$ cat src/rtl/can_pgn_message_aggregator_core_defines.svh
// Assertion macros shared by the aggregator modules.
`ifndef CAN_PGN_MESSAGE_AGGREGATOR_CORE_DEFINES_SVH
`define CAN_PGN_MESSAGE_AGGREGATOR_CORE_DEFINES_SVH

// The consequent must hold in the same cycle as the antecedent.
`define CPMA_ASSERT_NOW(lbl, ante, cons) \
  lbl: assert property (@(posedge clk_i) disable iff (!rst_ni) (ante) |-> (cons)) \
    else $error("cpma assertion failed");

// The consequent must hold in the cycle after the antecedent.
`define CPMA_ASSERT_NEXT(lbl, ante, cons) \
  lbl: assert property (@(posedge clk_i) disable iff (!rst_ni) (ante) |=> (cons)) \
    else $error("cpma assertion failed");

`endif

$ cat src/rtl/cpma_pkg.sv
// Types and constants of the CAN PGN message aggregator.
package cpma_pkg;

  localparam int DEPTH_DEF = 16;
  localparam int SLOT_W    = 6;

  localparam logic       OP_FRAME     = 1'b0;
  localparam logic       OP_READ      = 1'b1;
  localparam logic [3:0] PGN_CLASS    = 4'hA;
  localparam logic [15:0] PGN_EXCLUDED = 16'hAF00;
  localparam logic [3:0] PGN_XLAT_HI  = 4'hF;

  typedef struct packed {
    logic        opcode;
    logic [28:0] can_id;
    logic [63:0] payload;
    logic [7:0]  entry_index;
  } cpma_in_t;

  typedef struct packed {
    logic        accepted;
    logic        was_update;
    logic [3:0]  stored_slot;
    logic        entry_valid;
    logic [15:0] entry_pgn;
    logic [7:0]  entry_source;
    logic [63:0] entry_payload;
    logic [4:0]  valid_count;
    logic [15:0] received_count;
    logic [15:0] processed_count;
    logic [28:0] last_id;
  } cpma_out_t;

  typedef struct packed {
    logic              hit;
    logic [SLOT_W-1:0] hit_slot;
    logic              has_empty;
    logic [SLOT_W-1:0] empty_slot;
  } cpma_lookup_t;

endpackage

$ cat src/rtl/can_pgn_message_aggregator_core.sv
// Top level of the CAN PGN message aggregator: control, counters and result register.
// A word is looked up in ST_LOOK, where the tag store and payload RAM are written and
// read, and its result word is loaded into the result register in ST_RESP once the
// output is free; the next word is accepted only in ST_IDLE or in ST_RESP as it loads.
// Reset clears all valid bits, the counters and the control state at once; the
// payload RAM is not cleared because empty slots are never read out.
`include "can_pgn_message_aggregator_core_defines.svh"

module can_pgn_message_aggregator_core import cpma_pkg::*; #(
  parameter int DEPTH = DEPTH_DEF
) (
  input  logic      clk_i,
  input  logic      rst_ni,
  input  logic      in_valid_i,
  output logic      in_stall_o,
  input  cpma_in_t  in_word_i,
  output logic      out_valid_o,
  input  logic      out_stall_i,
  output cpma_out_t out_word_o
);

  localparam int AW = (DEPTH > 1) ? $clog2(DEPTH) : 1;
  localparam int CW = $clog2(DEPTH + 1);
  localparam logic [7:0] IDX_LIMIT = 8'(DEPTH);

  typedef enum logic [1:0] {
    ST_IDLE,
    ST_LOOK,
    ST_RESP
  } state_e;

  state_e       state_q;
  cpma_in_t     item_q;
  logic         out_valid_q;
  cpma_out_t    out_word_q;
  logic [15:0]  rx_cnt_q;
  logic [15:0]  proc_cnt_q;
  logic [28:0]  last_id_q;
  logic         r_acc_q;
  logic         r_upd_q;
  logic [3:0]   r_slot_q;
  logic         r_ev_q;
  logic [11:0]  r_pgn_q;
  logic [7:0]   r_src_q;

  logic [15:0]  pgn;
  logic [11:0]  pgn_low;
  logic [7:0]   src;
  logic         pass;
  logic         look;
  logic         in_range;
  logic [AW-1:0] rd_idx;
  logic [AW-1:0] wr_slot;
  logic         out_free;
  logic         in_accept;
  cpma_lookup_t lookup;
  logic         t_valid;
  logic [11:0]  t_pgn_low;
  logic [7:0]   t_src;
  logic [CW-1:0] cnt;
  logic [63:0]  rd_data;
  cpma_out_t    out_word_d;

  assign look     = (state_q == ST_LOOK);
  assign pgn      = item_q.can_id[23:8];
  assign pgn_low  = pgn[11:0];
  assign src      = item_q.can_id[7:0];
  assign pass     = look && (item_q.opcode == OP_FRAME) && (pgn[15:12] == PGN_CLASS) &&
                    (pgn != PGN_EXCLUDED);
  assign in_range = (item_q.entry_index < IDX_LIMIT);
  assign rd_idx   = in_range ? item_q.entry_index[AW-1:0] : '0;

  always_comb begin
    if (lookup.hit) begin
      wr_slot = AW'(lookup.hit_slot);
    end else if (lookup.has_empty) begin
      wr_slot = AW'(lookup.empty_slot);
    end else begin
      wr_slot = '0;
    end
  end

  assign out_free   = !out_valid_q || !out_stall_i;
  assign in_stall_o = !((state_q == ST_IDLE) || ((state_q == ST_RESP) && out_free));
  assign in_accept  = in_valid_i && !in_stall_o;

  cpma_tag_store #(
    .DEPTH (DEPTH),
    .AW    (AW),
    .CW    (CW)
  ) u_tags (
    .clk_i          (clk_i),
    .rst_ni         (rst_ni),
    .look_pgn_low_i (pgn_low),
    .look_src_i     (src),
    .wr_en_i        (pass),
    .wr_slot_i      (wr_slot),
    .rd_idx_i       (rd_idx),
    .lookup_o       (lookup),
    .rd_valid_o     (t_valid),
    .rd_pgn_low_o   (t_pgn_low),
    .rd_src_o       (t_src),
    .count_o        (cnt)
  );

  cpma_data_ram #(
    .DEPTH (DEPTH),
    .AW    (AW)
  ) u_ram (
    .clk_i   (clk_i),
    .we_i    (pass),
    .waddr_i (wr_slot),
    .wdata_i (item_q.payload),
    .re_i    (look),
    .raddr_i (rd_idx),
    .rdata_o (rd_data)
  );

  always_comb begin
    out_word_d                 = '0;
    out_word_d.accepted        = r_acc_q;
    out_word_d.was_update      = r_upd_q;
    out_word_d.stored_slot     = r_slot_q;
    out_word_d.entry_valid     = r_ev_q;
    out_word_d.valid_count     = 5'(cnt);
    out_word_d.received_count  = rx_cnt_q;
    out_word_d.processed_count = proc_cnt_q;
    out_word_d.last_id         = last_id_q;
    if (r_ev_q) begin
      out_word_d.entry_pgn     = {PGN_XLAT_HI, r_pgn_q};
      out_word_d.entry_source  = r_src_q;
      out_word_d.entry_payload = rd_data;
    end
  end

  always_ff @(posedge clk_i or negedge rst_ni) begin
    if (!rst_ni) begin
      state_q     <= ST_IDLE;
      item_q      <= '0;
      out_valid_q <= 1'b0;
      out_word_q  <= '0;
      rx_cnt_q    <= '0;
      proc_cnt_q  <= '0;
      last_id_q   <= '0;
      r_acc_q     <= 1'b0;
      r_upd_q     <= 1'b0;
      r_slot_q    <= '0;
      r_ev_q      <= 1'b0;
      r_pgn_q     <= '0;
      r_src_q     <= '0;
    end else begin
      if (out_valid_q && !out_stall_i && (state_q != ST_RESP)) begin
        out_valid_q <= 1'b0;
      end
      if (in_accept) begin
        item_q <= in_word_i;
      end
      unique case (state_q)
        ST_IDLE: begin
          if (in_accept) begin
            state_q <= ST_LOOK;
          end
        end
        ST_LOOK: begin
          r_acc_q  <= pass;
          r_upd_q  <= pass && lookup.hit;
          r_slot_q <= pass ? 4'(wr_slot) : 4'd0;
          r_ev_q   <= (item_q.opcode == OP_READ) && in_range && t_valid;
          r_pgn_q  <= t_pgn_low;
          r_src_q  <= t_src;
          if (pass) begin
            rx_cnt_q   <= rx_cnt_q + 16'd1;
            proc_cnt_q <= proc_cnt_q + 16'd1;
            last_id_q  <= item_q.can_id;
          end
          state_q <= ST_RESP;
        end
        ST_RESP: begin
          if (out_free) begin
            out_valid_q <= 1'b1;
            out_word_q  <= out_word_d;
            state_q     <= in_accept ? ST_LOOK : ST_IDLE;
          end
        end
        default: begin
          state_q <= ST_IDLE;
        end
      endcase
    end
  end

  assign out_valid_o = out_valid_q;
  assign out_word_o  = out_word_q;

  `CPMA_ASSERT_NEXT(a_accept_to_look, in_accept, state_q == ST_LOOK)
  `CPMA_ASSERT_NOW(a_look_stalls, state_q == ST_LOOK, in_stall_o)
  `CPMA_ASSERT_NOW(a_result_from_resp, $rose(out_valid_q), $past(state_q == ST_RESP))

endmodule

$ cat src/rtl/cpma_tag_store.sv
// Slot tags and valid bits with parallel match and free-slot search.
`include "can_pgn_message_aggregator_core_defines.svh"

module cpma_tag_store import cpma_pkg::*; #(
  parameter int DEPTH = DEPTH_DEF,
  parameter int AW    = 4,
  parameter int CW    = 5
) (
  input  logic          clk_i,
  input  logic          rst_ni,
  input  logic [11:0]   look_pgn_low_i,
  input  logic [7:0]    look_src_i,
  input  logic          wr_en_i,
  input  logic [AW-1:0] wr_slot_i,
  input  logic [AW-1:0] rd_idx_i,
  output cpma_lookup_t  lookup_o,
  output logic          rd_valid_o,
  output logic [11:0]   rd_pgn_low_o,
  output logic [7:0]    rd_src_o,
  output logic [CW-1:0] count_o
);

  logic [DEPTH-1:0] valid_q;
  logic [11:0]      pgn_q [DEPTH];
  logic [7:0]       src_q [DEPTH];
  logic [CW-1:0]    cnt_q;
  logic [CW-1:0]    cnt_d;
  logic [DEPTH-1:0] match;

  always_comb begin
    for (int i = 0; i < DEPTH; i++) begin
      match[i] = valid_q[i] && (pgn_q[i] == look_pgn_low_i) && (src_q[i] == look_src_i);
    end
  end

  always_comb begin
    lookup_o = '0;
    for (int i = DEPTH - 1; i >= 0; i--) begin
      if (match[i]) begin
        lookup_o.hit      = 1'b1;
        lookup_o.hit_slot = SLOT_W'(i);
      end
      if (!valid_q[i]) begin
        lookup_o.has_empty  = 1'b1;
        lookup_o.empty_slot = SLOT_W'(i);
      end
    end
  end

  assign rd_valid_o   = valid_q[rd_idx_i];
  assign rd_pgn_low_o = pgn_q[rd_idx_i];
  assign rd_src_o     = src_q[rd_idx_i];
  assign count_o      = cnt_q;

  always_comb begin
    cnt_d = cnt_q;
    if (wr_en_i && !valid_q[wr_slot_i]) begin
      cnt_d = cnt_q + CW'(1);
    end
  end

  always_ff @(posedge clk_i or negedge rst_ni) begin
    if (!rst_ni) begin
      valid_q <= '0;
      cnt_q   <= '0;
    end else begin
      cnt_q <= cnt_d;
      if (wr_en_i) begin
        valid_q[wr_slot_i] <= 1'b1;
      end
    end
  end

  always_ff @(posedge clk_i) begin
    if (wr_en_i) begin
      pgn_q[wr_slot_i] <= look_pgn_low_i;
      src_q[wr_slot_i] <= look_src_i;
    end
  end

  `CPMA_ASSERT_NOW(a_match_unique, 1'b1, $onehot0(match))
  `CPMA_ASSERT_NOW(a_count_tracks, 1'b1, cnt_q == CW'($countones(valid_q)))
  `CPMA_ASSERT_NEXT(a_write_sets_valid, wr_en_i, valid_q[$past(wr_slot_i)])

endmodule

$ cat src/rtl/cpma_data_ram.sv
// Payload memory with one write port and one registered read port.
module cpma_data_ram import cpma_pkg::*; #(
  parameter int DEPTH = DEPTH_DEF,
  parameter int AW    = 4
) (
  input  logic          clk_i,
  input  logic          we_i,
  input  logic [AW-1:0] waddr_i,
  input  logic [63:0]   wdata_i,
  input  logic          re_i,
  input  logic [AW-1:0] raddr_i,
  output logic [63:0]   rdata_o
);

  logic [63:0] mem_q [DEPTH];
  logic [63:0] rdata_q;

  always_ff @(posedge clk_i) begin
    if (we_i) begin
      mem_q[waddr_i] <= wdata_i;
    end
    if (re_i) begin
      rdata_q <= mem_q[raddr_i];
    end
  end

  assign rdata_o = rdata_q;

endmodule

$ cat config.mk
export PLATFORM = sky130hd
export DESIGN_NAME = can_pgn_message_aggregator_core
export DESIGN_NICKNAME = d
export VERILOG_FILES = /design/src/rtl/cpma_pkg.sv /design/src/rtl/can_pgn_message_aggregator_core.sv /design/src/rtl/cpma_tag_store.sv /design/src/rtl/cpma_data_ram.sv
export VERILOG_INCLUDE_DIRS = /design/src /design/src/rtl
export SDC_FILE = /design/constraint.sdc
export NUM_CORES = 2
export LEC_CHECK = 0
export BUFFER_PORTS_ARGS = -buffer_cell sky130_fd_sc_hd__buf_2
export CAP_MARGIN = 10
export CORE_MARGIN = 4
export CORE_UTILIZATION = 56
export DETAILED_ROUTE_END_ITERATION = 8
export PLACE_DENSITY = 0.75
export SLEW_MARGIN = 25
export SYNTH_ARGS = -nofsm -noshare
export SYNTH_HDL_FRONTEND = slang
export SYNTH_HIERARCHICAL = 1
export SYNTH_SLANG_ARGS = --single-unit
$ cat constraint.sdc
create_clock -name clk_i -period 7.84 [get_ports clk_i]
set_clock_uncertainty 0.05 [all_clocks]
set_input_delay 0.392 -clock clk_i [delete_from_list [all_inputs] [get_ports clk_i]]
set_output_delay 0.392 -clock clk_i [all_outputs]
set_load 0.1 [all_outputs]
==> run metrics <==
GR Util All Layers=0.266; Clk Latency, worst-skew pair=around 800 ps; Syn. warnings=6; number of vias in the routed layout=about 38000; Mapped Avg Cell Area=roughly 18 µm²; cell with the largest stage delay on the worst path=sky130_fd_sc_hd__dfrtp_1; sort of element at the end of the critical path=flop; data arrival time at the worst-slack endpoint=~6200 ps; cell row count=130; Congestion Overflow GR=0; final-report hold violation count=0; Final setup viols=0; synthesized net count=a little under 4000; final weighted congestion in routability-driven placement=0.958; capture point of the worst reg-to-reg path=u_ram/mem_q[2][15]; area of the core=around 0.13 mm²; sum of routed wire length over all layers=approximately 170 mm; overall power after layout=approximately 22 mW; starting utilization of the core area=0.563; crit-path cells=buf_4, xnor2_1, nand4_1, nor4_1, nand4_1, nand4_1, nor2_1, nand2_1, nor2b_1, a22o_1, or3b_2, nor2_4, buf_4; number of detailed-route iterations in the first pass=5; number of remaining DRC errors=0; clock tree from TritonCTS=built; critical path required time=between 8000 and 9000 ps; via/cell ratio=between 6 and 7; Relative slew margins=0.271; total I/O pin count=269; TritonCTS Sinks=1779; status=complete, no violations; vias in the first global route=38500; Die Area=roughly 0.13 mm²; number of antenna violations at the first check in global routing=8; worst IR drop on VDD=around 220 µV; P per Cell Area=about 280 mW/mm²; DR WL/cell=between 20 and 30 µm; area used by sequential logic in the layout=roughly 0.052 mm²; startpoint-to-endpoint class of the critical path=reg2reg; minimum setup slack among reg-to-reg paths=2000 ps; maximum number of pins on one net before global-route repair=about 160; DPL Wire Length=roughly 100 mm; Most common cell on crit path=sky130_fd_sc_hd__nand4_1; Area Growth Syn to Fin=14.6%; Setup crit start kind=flop; gate count of the mapped netlist=approximately 3800; layout cell share with drive strength beyond 1=0.276; Net count, final=4365; maximum level of the CTS H-tree=4; CTS buffer count=approximately 170; static leakage power=27.9 nW; Starting DRT DRC Count=4418; reg-to-reg critical path startpoint=item_q[82]; Slew Limit Fails=0; post-synthesis instance area=0.0707 mm²; die width=between 300 and 400 µm; CTS clk-pin slew, worst paths=about 60 ps; filler cell count=about 8000; critical path peak fanout=49; setup TNS=0 ps; fin crit share=0.745; buffer levels on the longest clock path=3; clock tree root driver cell=sky130_fd_sc_hd__clkbuf_16; largest stage delay on the critical path=approximately 1000 ps; post-CTS setup buffer count=0; maximum frequency from static timing analysis=about 0.17 GHz; height of the chip=about 360 µm; max-capacitance violation count=0; post-route antenna net violation count=0; RSZ-0062 raised after global routing=no; wire length of the first global-routing pass=approximately 260 mm; transition time of the tightest slew-check pin=between 1000 and 1500 ps; total area of multi-input combinational cells=approximately 0.018 mm²; cell depth of the worst flop-to-flop path=13; classification of the worst-slack hold path=in2async; quantity of I/O buffers inserted on ports=268; final critical path time including I/O delays and setup=5840 ps
==> cell usage in the layout, fill, tap and decap left out, types with 18 or more instances in the layout <==
cell type	n
sky130_fd_sc_hd__buf_2	267
sky130_fd_sc_hd__nand3_1	33
sky130_fd_sc_hd__buf_12	18
sky130_fd_sc_hd__clkinv_2	32
sky130_fd_sc_hd__clkbuf_1	50
sky130_fd_sc_hd__xor2_1	77
sky130_fd_sc_hd__dlygate4sd3_1	106
sky130_fd_sc_hd__xnor2_1	277
sky130_fd_sc_hd__dfrtp_1	370
sky130_fd_sc_hd__clkbuf_8	23
sky130_fd_sc_hd__buf_4	72
sky130_fd_sc_hd__edfxtp_1	1408
sky130_fd_sc_hd__mux2_2	172
sky130_fd_sc_hd__a22oi_1	128
sky130_fd_sc_hd__mux4_2	366
sky130_fd_sc_hd__nor4_1	35
sky130_fd_sc_hd__nor2_1	23
sky130_fd_sc_hd__clkbuf_16	182
sky130_fd_sc_hd__nand4_1	80
sky130_fd_sc_hd__o21ai_0	98
sky130_fd_sc_hd__nand2_1	411
==> worst max path at each step <==
stage | from | endpoint | depth (start not counted)
after global routing | item_q[82] | u_ram/mem_q[2][15] | 13
after CTS | item_q[82] | u_ram/mem_q[3][18] | 13
after floorplan | item_q[72] | u_ram/mem_q[8][0] | 12
final | item_q[82] | u_ram/mem_q[2][15] | 13
after detailed placement | item_q[82] | u_ram/mem_q[2][16] | 13
after global placement | item_q[82] | u_ram/mem_q[2][19] | 13
==> timing repair <==
| item | 4_1_cts | 5_1_grt |
|---|---|---|
| endpoints found under the setup margin | 0 | 0 |
| hold buffers | 106 | 0 |
| endpoints found under the hold margin | 194 | 0 |
| gates resized for setup | 0 | 0 |
==> layer usage <==
| layer | global-route usage | part of all wire | routed length, µm |
|---|---|---|---|
| met4 | 0.0885 | 0.032 | 5450 |
| met1 | 0.366 | 0.38 | 66400 |
| met3 | 0.0496 | 0.084 | 14600 |
| met5 | 0 | 0.00014 | 25 |
| met2 | 0.436 | 0.50 | 86100 |
==> critical path: cells and delay by family, from the launching register on <==
family / cells / cell delay, ps
simple gates: 9 / 2690
buf+inv: 2 / 1080
flops: 1 / 1010
compound gates: 1 / 340
xor+xnor: 1 / 140
==> state kept, by name, indices dropped and copies added (netlist names), 12 cells and up <==
| name | cells |
|---|---|
| u_ram/mem_q | 1024 |
| u_tags/pgn_q | 192 |
| out_word_o | 157 |
| u_tags/src_q | 128 |
| item_q | 102 |
| u_ram/rdata_o | 64 |
| last_id_q | 29 |
| proc_cnt_q | 16 |
| rx_cnt_q | 16 |
| u_tags/valid_q | 16 |
| r_pgn_q | 12 |
==> final cells by class <==
class,count,share of cell area
antenna,2,0.0000618
clock buffer,255,0.0624
clock inverter,71,0.00835
inverter,15,0.000726
multi-input combinational,1817,0.225
sequential,1779,0.636
tap,1650,0.0255
timing repair buffer,469,0.0420
==> per-stage QoR <==
step / utilization / setup WS (ps) / instance area (µm²) / cells / hold slack (ps)
6_report: 0.645 / 2000 / 81000 / 6058 / 174
5_1_grt: 0.645 / 1750 / 81000 / 6056 / 231
4_1_cts: 0.645 / 2060 / 81000 / 6055 / 168
3_5_place_dp: 0.591 / 2070 / 74200 / 5623 / 400
3_3_place_gp: 0.590 / 2240 / 74100 / 5618 / 395
2_1_floorplan: - / 53.1 / 70700 / 3826 / 46.4
==> power breakdown <==
group | leakage, nW | internal, mW | switching (mW)
clock network | 2.81 | 4.74 | 3.54
logic | 7.56 | 0.836 | 1.77
registers | 17.5 | 10.9 | 0.546
(Power assumes the default switching activity.)
